--- config.mk ---
export PLATFORM = sky130hd
export DESIGN_NAME = imsc_cordic_stage
export DESIGN_NICKNAME = d
export VERILOG_FILES = /design/src/hdl/imsc_pkg.sv /design/src/hdl/imsc_cordic_stage.sv
export SDC_FILE = /design/constraint.sdc
export NUM_CORES = 1
export LEC_CHECK = 0
export BUFFER_PORTS_ARGS = -buffer_cell sky130_fd_sc_hd__buf_2
export CORE_MARGIN = 2
export CORE_UTILIZATION = 45
export CTS_BUF_LIST = sky130_fd_sc_hd__clkbuf_8 sky130_fd_sc_hd__clkbuf_16
export CTS_CLUSTER_SIZE = 30
export DETAILED_ROUTE_END_ITERATION = 6
export MAX_ROUTING_LAYER = met4
export PLACE_DENSITY_LB_ADDON = 0.3
export SLEW_MARGIN = 10
export SYNTH_ARGS = -nofsm -noshare
export SYNTH_HDL_FRONTEND = slang
export SYNTH_SLANG_ARGS = --single-unit
export TNS_END_PERCENT = 100
--- constraint.sdc ---
create_clock -name clk -period 7.3 [get_ports clk]
set_input_delay 1.46 -clock clk [delete_from_list [all_inputs] [get_ports clk]]
set_output_delay 1.46 -clock clk [all_outputs]
set_load 0.01 [all_outputs]
--- src/hdl/imsc_pkg.sv ---
`default_nettype none
package imsc_pkg;

  localparam int FRAC_BITS     = 16;
  localparam int CORDIC_STAGES = 18;
  localparam int ANG_SHIFT     = 30 - FRAC_BITS;
  localparam int ANG_W         = 48;
  localparam int CW            = 36;

  typedef enum logic [1:0] {
    MODE_MUL = 2'd0,
    MODE_SIN = 2'd1,
    MODE_COS = 2'd2,
    MODE_RSV = 2'd3
  } mode_t;

  localparam logic signed [ANG_W-1:0] Q30_PI            = 48'sd3373259426;
  localparam logic signed [ANG_W-1:0] Q30_HALF_PI       = 48'sd1686629713;
  localparam logic signed [ANG_W-1:0] Q30_THREE_HALF_PI = 48'sd5059889139;
  localparam logic signed [ANG_W-1:0] Q30_TWO_PI        = 48'sd6746518852;
  localparam logic signed [ANG_W-1:0] Q30_ANGLE_LIMIT   = 48'sd6746856178;
  localparam logic signed [CW-1:0]    Q30_GAIN          = 36'sd652032874;
  localparam logic signed [31:0]      ONE_Q             = 32'sd1 <<< FRAC_BITS;

  // Arctangent table, atan(2^-i) in Q.30, truncated.
  function automatic logic signed [CW-1:0] atan_q30(input int i);
    logic [31:0] v;
    case (i)
      0: v = 32'h3243F6A8;  1: v = 32'h1DAC6705;  2: v = 32'h0FADBAFC;
      3: v = 32'h07F56EA6;  4: v = 32'h03FEAB76;  5: v = 32'h01FFD55B;
      6: v = 32'h00FFFAAA;  7: v = 32'h007FFF55;  8: v = 32'h003FFFEA;
      9: v = 32'h001FFFFD; 10: v = 32'h000FFFFF; 11: v = 32'h0007FFFF;
      12: v = 32'h0003FFFF; 13: v = 32'h0001FFFF; 14: v = 32'h0000FFFF;
      15: v = 32'h00007FFF; 16: v = 32'h00003FFF; 17: v = 32'h00001FFF;
      18: v = 32'h00000FFF; 19: v = 32'h000007FF; 20: v = 32'h000003FF;
      21: v = 32'h000001FF; 22: v = 32'h000000FF; 23: v = 32'h0000007F;
      24: v = 32'h0000003F; 25: v = 32'h0000001F; 26: v = 32'h0000000F;
      27: v = 32'h00000008; 28: v = 32'h00000004; 29: v = 32'h00000002;
      30: v = 32'h00000001;
      default: v = 32'h0;
    endcase
    return CW'(signed'({1'b0, v}));
  endfunction

  // Per-stage flags carried with each beat through the pipeline.
  typedef struct packed {
    logic [1:0] mode;
    logic       err;
    logic       wrap_hi;
    logic       wrap_lo;
  } imsc_ctl_t;

endpackage
`default_nettype wire

--- src/hdl/imsc_cordic_stage.sv ---
`default_nettype none
// One CORDIC rotation for one angle, registered, with stall enable.
module imsc_cordic_stage (
  input  wire logic                           clk,
  input  wire logic                           en,
  input  wire logic [4:0]                     idx,
  input  wire logic signed [imsc_pkg::CW-1:0] x_in,
  input  wire logic signed [imsc_pkg::CW-1:0] y_in,
  input  wire logic signed [imsc_pkg::CW-1:0] z_in,
  output logic signed [imsc_pkg::CW-1:0]      x_r,
  output logic signed [imsc_pkg::CW-1:0]      y_r,
  output logic signed [imsc_pkg::CW-1:0]      z_r
);
  import imsc_pkg::*;

  logic signed [CW-1:0] dx, dy, at;

  // Arithmetic shifts floor, matching the rotation definition.
  always_comb begin
    dx = y_in >>> idx;
    dy = x_in >>> idx;
    at = atan_q30(int'(idx));
  end

  always_ff @(posedge clk) begin
    if (en) begin
      if (!z_in[CW-1]) begin
        x_r <= x_in - dx;
        y_r <= y_in + dy;
        z_r <= z_in - at;
      end else begin
        x_r <= x_in + dx;
        y_r <= y_in - dy;
        z_r <= z_in + at;
      end
    end
  end
endmodule
`default_nettype wire

## After elaboration in Yosys (flattened, before gate mapping)

Memory sizes are Yosys's and may differ from the RTL's.
Index checks and enable logic that the tools add are counted.

| cells by class | value |
|---|---|
| mux-type cells | 3 |
| shift-type cells | 2 |
| $add $sub $neg | 6 |

Operators by type and width:

| cell | number |
|---|---|
| 2-to-1 mux 36 bit | 3 |
| adder 36 bit | 2 |
| >>> shifter 36 x 5 -> 36 bit | 2 |
| subtractor 36 bit | 2 |
| adder 36 x 33 -> 36 bit | 1 |
| subtractor 36 x 33 -> 36 bit | 1 |

| storage, ports and cells | value |
|---|---|
| output and inout bits | 108 |
| register bits | 108 |
| input bits | 115 |
| logic and storage cells | 15 |
| memories kept | 1 |
| memory bits (read-only) | 960 |

Memory list:

| memory | depth | width | rd ports | clocked after memory_dff | wr ports | RTL line | RTL |
|---|---|---|---|---|---|---|---|
| (no name shown) | 32 | 30 | 1 | 0 | 0 | imsc_pkg.sv:28 | `case (i)` |

## Depth between registers and ports, before layout

Gate-level depths: netlist of run 1.

| logic depth | value |
|---|---|
| depth after elaboration | 3 |
| mapped depth | 27 |

## Worst setup path before layout of run 1

No wires, ideal clock.

| path | value |
|---|---|
| path kind | input to register |
| start point | input idx[1] |
| end point | register z_r[35] in the netlist's numbering (data pin) |
| arrival | 7,101 ps |
| slack | -59 ps |
| buffers on the path | 5 |
| stages | 26 |
| cells stage by stage | buf_2 > inv_2 > buf_1 > buf_2 > buf_1 > ha_1 > inv_1 > nor2_1 > a21oi_1 > o22ai_1 > and2_1 > nand3_1 > a2111oi_0 > nor2_1 > buf_2 > xor2_1 > ha_1 > and3_1 > and4_1 > a41oi_1 > o31ai_1 > a41o_1 > a311o_1 > a311o_1 > a21oi_1 > xnor2_1 |

| between the ends | value |
|---|---|
| longest elaborated chain between the ends | 3 |
| elaborated cells on any way between the ends | 4 |

RTL lines:

| element | RTL line | RTL |
|---|---|---|
| start: declaration | imsc_cordic_stage.sv:6 | `input wire logic [4:0] idx,` |
| memory read (32 x 30 bit) * | n/a |  |
| subtractor 36 x 33 -> 36 bit / adder 36 x 33 -> 36 bit (equally long branches) | imsc_cordic_stage.sv:30, imsc_cordic_stage.sv:34 |  |
| 2-to-1 mux 36 bit * | imsc_cordic_stage.sv:27 | `if (!z_in[CW-1]) begin` |
| end signal: assignment | imsc_cordic_stage.sv:30 | `z_r <= z_in - at;` |
| end signal: assignment | imsc_cordic_stage.sv:34 | `z_r <= z_in + at;` |
| end: declaration | imsc_cordic_stage.sv:12 | `output logic signed [imsc_pkg::CW-1:0] z_r` |

Every way passes the cells marked *; elsewhere a longest branch is shown, timed or not.
A chain may end at the register's enable or synchronous reset.

## Worst setup path after layout of run 1

| path | value |
|---|---|
| start point | input idx[0] |
| end point | register y_r[34] in the netlist's numbering (data pin) |

| between the ends | value |
|---|---|
| longest elaborated chain between the ends | 3 |
| elaborated cells on any way between the ends | 4 |

RTL lines:

| element | RTL line | RTL |
|---|---|---|
| >>> shifter 36 x 5 -> 36 bit * | imsc_cordic_stage.sv:21 | `dy = x_in >>> idx;` |
| adder 36 bit / subtractor 36 bit (equally long branches) | imsc_cordic_stage.sv:29, imsc_cordic_stage.sv:33 |  |
| 2-to-1 mux 36 bit * | imsc_cordic_stage.sv:27 |  |
| end signal: assignment | imsc_cordic_stage.sv:29 | `y_r <= y_in + dy;` |
| end signal: assignment | imsc_cordic_stage.sv:33 | `y_r <= y_in - dy;` |
| end: declaration | imsc_cordic_stage.sv:11 | `output logic signed [imsc_pkg::CW-1:0] y_r,` |

Marks and branches as above.

==> results.json, run 1 <==
{
  "place.gp.congestion": 1.023,
  "grt_pass1_vias": 16948,
  "clk_path_buf_depth": 2,
  "overflow": 0,
  "ctsHtreeMaxLevel": 3,
  "ys_ff_latch": 108,
  "final_cells": 2786,
  "drv_cap": 0,
  "critPathMaxFanout": 44,
  "start_util_pct": 45.51,
  "io_buffers": 222,
  "antenna_found_initial": 1,
  "ys_seq_area_share_pct": 19.01,
  "drv_slew": 0,
  "endpoint_kind": "flop",
  "slowest_delay_ns": 0.56,
  "relSlewSlack_pct": 31.37,
  "drc": 0,
  "final_area_um2": 20480,
  "cts_tree": "done",
  "yosys-top-cells-area": "edfxtp_1, mux4_2, ha_1",
  "yosys.cell_types.count": 94,
  "grt_max_degree": 58,
  "holdPathStages": 2,
  "crit_type": "in -> reg",
  "yosysWarningCount": 0,
  "worstPathCellList": "buf_8 > buf_12 > mux4_2 > mux2i_1 > a221oi_1 > nor2_1 > nor4b_2 > nand2_1 > nor4_2 > buf_4 > a31oi_1 > xor2_1 > ha_1 > and3_1 > nand3_1 > a211oi_1 > buf_4 > o21ai_0 > a21oi_1 > o22ai_1 > xnor2_1",
  "wl_per_cell_um": 26.08,
  "synth_edf_count": 108,
  "ys.flop_type": "edfxtp_1",
  "maxClockFrequency_mhz": 145.3,
  "drtPass1Iterations": 6,
  "fin_crit_sh_pct": 94.30,
  "finalPower_mw": 3.796,
  "cts_root_buf": "clkbuf_16",
  "synth.largest_area_cell": "edfxtp_1",
  "globalRouteTotalUtil_pct": 37.37,
  "vias": 17980,
  "rows": 71,
  "vias_per_cell": 6.454,
  "hold_class": "in -> reg",
  "crit_arrival_ns": 7.03,
  "placed_area_um2": 20190,
  "finalNetCount": 2503,
  "grt_pass1_wl_mm": 106.2,
  "finalWirelength_mm": 72.67,
  "hold_violations": 0,
  "io_pins": 223,
  "avgSynthCellArea_um2": 8.974,
  "ant_nets": 0,
  "whs_ns": 1.371,
  "dieWidth_um": 198.7,
  "dieHeight_um": 198.7,
  "drive_gt1_share_pct": 28.99,
  "syn_area_um2": 17060,
  "numCtsBuffers": 9,
  "status": "complete, no violations",
  "period_needed_ns": 6.884,
  "synthCells": 1901,
  "hpwlAfterDp_mm": 57.99,
  "grt_setup_unrepaired": "no",
  "synth_top_area_share_pct": 19.01,
  "cts_num_sinks": 108,
  "path_clk_slew_ns": 0.08,
  "area_delta_synth_final_pct": 20.04,
  "slowest_stage": "mux4_2",
  "required_ns": 7.45,
  "irDropWorstVdd_uv": 131.7,
  "post_cts_buffers": 0,
  "power_density_nw_per_um2": 185.4,
  "drt_iter0_markers": 1664,
  "dieArea_um2": 39490,
  "worst_pin_slew_ns": 1.026,
  "synthArstFlopShare_pct": 0,
  "nFillCells": 3550,
  "crit_top_cell": "buf_4",
  "setup_viol": 0,
  "synth_fp_nets": 2136,
  "placed_cells": 2768,
  "core_area_um2": 37490,
  "cellLeakagePower_nw": 8.673,
  "cp-start-kind": "primary input"
}
through the flow:
step | worst slack, ns | utilization, % | TNS (ns)
2_1_floorplan | 0.03712 | - | 0
3_3_place_gp | 0.07365 | 53.85 | 0
3_5_place_dp | -0.01832 | 53.85 | -0.01832
4_1_cts | 0.3895 | 54.59 | 0
5_1_grt | 0.05105 | 54.62 | 0
6_report | 0.4159 | 54.63 | 0
final cells by class:
| cell class | count | area [um2] | share of cell area [%] |
|---|---|---|---|
| clock buffers | 9 | 225.2 | 1.100 |
| repair buffers | 465 | 3053 | 14.91 |
| multi-input cells | 1618 | 13020 | 63.55 |
| diodes | 2 | 5.005 | 0.02444 |
| flip-flops and latches | 108 | 3243 | 15.84 |
| well taps | 511 | 639.4 | 3.122 |
| clock inverters | 7 | 51.30 | 0.2505 |
| inverters | 66 | 247.7 | 1.210 |
power by group:
| part | switching, mW | internal (mW) |
|---|---|---|
| clock network | 0.269 | 0.234 |
| logic | 1.31 | 1.02 |
| registers | 0.0411 | 0.923 |
| total | 1.62 | 2.17 |
layer usage:
layer  GRT usage (%)  part of all wire, %
met5               -                    0
met1           48.95                   42
met3           6.205                  9.2
met4           15.92                  4.6
met2           57.17                   44
cell families (layout without fill, tap and decap cells):
| kind of cell | after synthesis | in the layout | share of synthesized area, % |
|---|---|---|---|
| AO/OA/AOI/OAI | 588 | 588 | 22.77 |
| buffers and inverters | 175 | 547 | 4.738 |
| XOR/XNOR | 178 | 178 | 9.138 |
| AND/OR/NAND/NOR | 518 | 518 | 15.23 |
| flip-flops | 108 | 108 | 19.01 |
| multiplexers | 214 | 214 | 20.19 |
| adder cells (fa/ha/maj) | 120 | 120 | 8.933 |
| other | 0 | 2 | 0 |
placed cells by master (no fill, tap or decap), types with 31 or more instances in the layout:
master,Yosys,final
buf_4,11,238
buf_2,25,218
a21oi_1,148,148
nor2_1,143,143
nand2_1,138,138
xnor2_1,121,121
ha_1,117,117
o21ai_0,108,108
edfxtp_1,108,108
mux4_2,100,100
mux2i_1,75,75
inv_1,63,63
xor2_1,57,57
a21o_1,49,49
nand3_1,41,41
mux2_2,38,38
a31oi_1,36,36
nor3_1,35,35
a211oi_1,31,31
critical path, delay by kind of cell:
family                     cells  cell delay, ns
muxes                          2            0.92
adders and majority gates      1            0.29
buffers and inverters          4            1.09
AOI/OAI and AO/OA              6            1.28
and+or+nand+nor                6            1.65
xor gates and xnor gates       2            0.30
cell usage after synthesis (17+ instances only):
cell / instances
and3_1: 20
mux4_2: 100
nor2_1: 143
buf_2: 25
nand3_1: 41
xnor2_1: 121
nor2b_1: 24
edfxtp_1: 108
o21a_1: 19
nand2b_1: 19
a21oi_1: 148
a31oi_1: 36
a211oi_1: 31
xor2_1: 57
a22oi_1: 17
clkbuf_1: 53
o22ai_1: 30
ha_1: 117
nor3_1: 35
a21o_1: 49
mux2i_1: 75
o21ai_0: 108
mux2_2: 38
inv_1: 63
nand2_1: 138
worst paths after layout:
check                 startpoint      end  slack, ns
worst max-delay path      idx[0]  y_r[34]       0.42
worst min-delay path     z_in[0]   z_r[0]       1.37
flip-flops by register name, indices dropped and copies added (netlist names):
register  flops
x_r          36
y_r          36
z_r          36
repair_timing:
item,CTS,global route
gates resized for setup,0,3
hold buffers,0,0
endpoints found under the setup margin,0,2
hold endpoints to repair,0,0
Note: power is estimated with default switching activity, not from simulation.
==> run 2: changes to the inputs <==
- ABC_AREA: default -> 1
==> results.json, run 2 <==
{
  "final_util_pct": 50.51,
  "cts_hold_buffers": 0,
  "synth_common_cells": "nand2_1, nand3_1, inv_1",
  "placed_area_um2": 18090,
  "yosysMostFrequentCell": "nand2_1",
  "core_area_um2": 36430,
  "cellLeakagePower_nw": 9.276,
  "numCtsBuffers": 9,
  "clk_path_buf_depth": 2,
  "fin_crit_sh_pct": 87.41,
  "yosysWarningCount": 0,
  "synth.largest_area_cell": "edfxtp_1",
  "ys_seq_area_share_pct": 19.53,
  "grt_pass1_wl_mm": 96.33,
  "yosys.cell_types.count": 48,
  "dieArea_um2": 38460,
  "finalWirelength_mm": 63.00,
  "hold_violations": 0,
  "antenna_cells": 0,
  "setup_viol": 0,
  "finalPower_mw": 3.536,
  "final_common_cell": "nand2_1",
  "vias_per_cell": 5.648,
  "drt_iter0_markers": 1897,
  "synthArstFlopShare_pct": 0,
  "cts_root_buf": "clkbuf_16",
  "final_area_um2": 18400,
  "grt_max_degree": 82,
  "grt_pass1_vias": 17341,
  "crit_top_cell": "nand2_1",
  "cp-start-kind": "primary input",
  "irDropWorstVdd_uv": 127.3,
  "overflow": 0,
  "cts_tree": "done",
  "area_delta_synth_final_pct": 10.82,
  "path_clk_slew_ns": 0.08,
  "place.gp.congestion": 1.035,
  "cts_num_sinks": 108,
  "hold_class": "in -> reg",
  "synth_top_area_share_pct": 19.53,
  "critPathMaxFanout": 81,
  "dieHeight_um": 196.1,
  "drtPass1Iterations": 6,
  "relSlewSlack_pct": 41.96,
  "drv_cap": 0,
  "io_pins": 223,
  "wl_per_cell_um": 18.82,
  "rows": 70,
  "period_needed_ns": 6.381,
  "post_cts_buffers": 0,
  "crit_arrival_ns": 6.52,
  "drc": 0,
  "start_util_pct": 45.58,
  "syn_area_um2": 16610,
  "cts_resized": 0,
  "power_density_nw_per_um2": 192.2,
  "synth_fp_nets": 2936,
  "grt_setup_unrepaired": "no",
  "ctsHtreeMaxLevel": 3,
  "reg.largest.list": "x_r (36), y_r (36), z_r (36)",
  "finalSetupTns_ns": 0,
  "worst_pin_slew_ns": 0.8705,
  "ys_ff_latch": 108,
  "slowest_stage": "buf_4",
  "globalRouteTotalUtil_pct": 33.09,
  "vias": 18904,
  "required_ns": 7.44,
  "synthCells": 2701,
  "io_buffers": 222,
  "mostFrequentLayoutCells": "nand2_1, nand3_1, inv_1, buf_2, nor2_1",
  "synth_edf_count": 108,
  "drive_gt1_share_pct": 12.43,
  "avgSynthCellArea_um2": 6.148,
  "ant_nets": 0,
  "maxClockFrequency_mhz": 156.7,
  "status": "complete, no violations",
  "yosys-top-cells-area": "edfxtp_1, nand2_1, nand3_1",
  "endpoint_kind": "flop",
  "drv_slew": 0,
  "crit_type": "in -> reg",
  "slowest_delay_ns": 0.65,
  "finalNetCount": 3109,
  "antenna_found_initial": 0,
  "dieWidth_um": 196.1,
  "ys.flop_type": "edfxtp_1",
  "hpwlAfterDp_mm": 52.51
}
==> run 2: cell count changes in the layout (fill, tap and decap cells not counted), moves of 30 or more <==
cell,delta
mux2_2,-38
inv_1,+188
nand2_1,+700
nor2_1,+68
buf_4,-206
nand3_1,+387
xnor2_1,-73
xor2_1,+71
mux2i_1,-75
a211oi_1,-30
a21o_1,-34
mux4_2,-100
==> run 2: routing by layer <==
metal	wire length [um]	GRT usage, %	share of wire (%)
met1	29090	45.66	46
met2	27770	50.52	44
met3	4055	3.524	6.4
met4	2089	11.14	3.3
met5	0	-	0
==> run 2: final cells by class <==
type / count / area [um2]
timing repair buffer: 256 / 1406
inverter: 279 / 1047
multi-input combinational: 2220 / 11810
sequential: 108 / 3243
clock buffer: 9 / 225.2
clock inverter: 7 / 82.58
tap: 468 / 585.6
fill: 3888 / 18030
==> run 2: report_power, final <==
group / total, mW / switching [mW] / internal (mW)
sequential: 0.962 / 0.0392 / 0.923
combinational: 2.03 / 1.33 / 0.698
clock: 0.541 / 0.268 / 0.273
==> run 2: final timing paths <==
check / start / end / slack (ns) / depth (start not counted)
hold / removal: z_in[0] / z_r[0] / 1.41 / 2
setup / recovery: idx[0] / x_r[29] / 0.92 / 30
==> run 2: through the flow <==
| stage | setup slack [ns] | cells | hold WS (ns) |
|---|---|---|---|
| finish | 0.9191 | 3347 | 1.410 |
| global route | 0.5984 | 3347 | 1.402 |
| CTS | 1.126 | 3347 | 1.392 |
| detailed placement | 0.7058 | 3331 | 1.798 |
| global placement | 0.7113 | 3331 | 1.817 |
| floorplan | 1.955 | 2701 | 1.573 |
==> run 2: worst max-delay path, delay by kind of cell <==
family | cells | cell delay [ns]
simple gates | 14 | 1.76
xor+xnor | 2 | 0.34
buf+inv | 6 | 1.08
fa+ha+maj | 2 | 0.56
compound gates | 6 | 1.28
==> run 2: cells by family after synthesis <==
kind of cell	share of synthesized area, %
compound gates	11.87
xor+xnor	9.283
fa+ha+maj	9.177
buf+inv	9.366
flops	19.53
simple gates	40.78
==> run 3: changes to the inputs <==
- clock period: 7.3 -> 5.4 ns (I/O delays scaled with it)
==> results.json, run 3 (same netlist as run 2, synthesis figures left out) <==
{
  "status": "complete, no violations",
  "required_ns": 5.56,
  "clk_path_buf_depth": 2,
  "drv_cap": 0,
  "whs_endpoint": "z_r[0]",
  "final_common_cell": "nand2_1",
  "crit_type": "in -> reg",
  "fin_crit_sh_pct": 96.47,
  "vias_per_cell": 5.462,
  "cts_tree": "done",
  "grt_pass1_wl_mm": 99.94,
  "cts_hold_buffers": 0,
  "multiInputGateArea_um2": 11920,
  "holdPathStages": 2,
  "cellLeakagePower_nw": 10.80,
  "core_area_um2": 36430,
  "rows": 70,
  "hpwlAfterDp_mm": 54.98,
  "dieWidth_um": 196.1,
  "slowest_stage": "ha_1",
  "ant_nets": 0,
  "endpoint_kind": "flop",
  "setup_viol": 0,
  "placed_cells": 3628,
  "drv_slew": 0,
  "relSlewSlack_pct": 52.94,
  "final_util_pct": 57.35,
  "ctsHtreeMaxLevel": 3,
  "power_density_nw_per_um2": 255.1,
  "grt_pass1_vias": 18717,
  "io_buffers": 222,
  "nFillCells": 3702,
  "drtPass1Iterations": 5,
  "vias": 19916,
  "antenna_found_initial": 0,
  "drive_gt1_share_pct": 21.37,
  "overflow": 0,
  "finalPower_mw": 5.330,
  "hold_class": "in -> reg",
  "worst_pin_slew_ns": 0.7060,
  "drt_iter0_markers": 1717,
  "dieArea_um2": 38460,
  "grt_max_degree": 55,
  "cts_num_sinks": 108,
  "place.gp.congestion": 1.026,
  "antenna_cells": 0,
  "slowest_delay_ns": 0.32,
  "critPathMaxFanout": 17,
  "crit_top_cell": "nand2_1",
  "grt_setup_unrepaired": "yes",
  "reg.largest.list": "x_r (36), y_r (36), z_r (36)",
  "mostFrequentLayoutCells": "nand2_1, nand3_1, buf_4, inv_1, buf_2",
  "hold_violations": 0,
  "final_cells": 3646,
  "crit_family": "simple AND/OR/NAND/NOR gates",
  "wl_per_cell_um": 18.06,
  "drc": 0,
  "seqCellArea_um2": 3243,
  "min-delay-start": "z_in[0]",
  "globalRouteTotalUtil_pct": 34.15,
  "dieHeight_um": 196.1,
  "io_pins": 223,
  "finalNetCount": 3408,
  "start_util_pct": 45.58,
  "numCtsBuffers": 9,
  "maxClockFrequency_mhz": 192.0,
  "area_delta_synth_final_pct": 25.83,
  "period_needed_ns": 5.210,
  "crit_arrival_ns": 5.37,
  "finalWirelength_mm": 65.84,
  "irDropWorstVdd_uv": 217.9,
  "cp-start-kind": "primary input",
  "cts_root_buf": "clkbuf_16",
  "path_buf_inv": 9,
  "path_clk_slew_ns": 0.08
}
==> run 3: changes by cell type in the layout (fill, tap and decap cells not counted), moves of 4 or more <==
cell and delta:
a21oi_1 -5, nand3_2 +6, a21oi_2 +5, nand3_1 -6, buf_12 +10, nor2_1 -4
nor2_2 +4, buf_4 +288
==> run 3: timing repair <==
item	4_1_cts	5_1_grt
resized for setup	3	27
setup endpoints to repair	2	24
gates cloned	0	1
pin swaps	0	3
buffers inserted	0	1
==> run 3: metal layers <==
metal / track usage (%) / vias up / part of all wire (%)
met5: - / - / 0
met4: 11.17 / 0 / 2.9
met3: 3.937 / 102 / 6.4
met2: 55.24 / 763 / 46
met1: 44.56 / 9144 / 45
li1: - / 9907 / -
==> run 3: worst max path at each step <==
stage          slack, ns  depth (start not counted)       to    from
2_1_floorplan       0.44                         28  z_r[29]  idx[1]
3_3_place_gp       -0.67                         31  x_r[35]  idx[1]
3_5_place_dp       -0.71                         31  x_r[35]  idx[1]
4_1_cts             0.04                         31  x_r[35]  idx[1]
5_1_grt            -0.11                         29  x_r[35]  idx[0]
6_report            0.19                         31  x_r[35]  idx[1]
==> run 3: final cells by class <==
| type | instances | area share, % |
|---|---|---|
| multi-input cells | 2220 | 57.03 |
| repair buffers | 555 | 18.16 |
| flip-flops and latches | 108 | 15.52 |
| inverters | 279 | 5.018 |
| well taps | 468 | 2.802 |
| clock buffers | 9 | 1.078 |
| clock inverters | 7 | 0.3952 |
==> run 3: power by group <==
part | leakage [nW] | internal [mW] | switching (mW) | total, mW
Combinational | 9.59 | 1.37 | 1.92 | 3.29
Clock | 0.156 | 0.370 | 0.372 | 0.742
Sequential | 1.06 | 1.25 | 0.0526 | 1.30
Total | 10.8 | 2.99 | 2.34 | 5.33
==> run 3: metrics by stage <==
stage	hold WS, ns	setup slack, ns	instance area, um2	TNS [ns]
2_1_floorplan	1.193	0.4355	16610	0
3_3_place_gp	1.380	-0.6745	20450	-1.479
3_5_place_dp	1.383	-0.7120	20450	-1.850
4_1_cts	0.9811	0.03547	20770	0
5_1_grt	0.9978	-0.1051	20900	-0.1824
6_report	0.9931	0.1904	20900	0
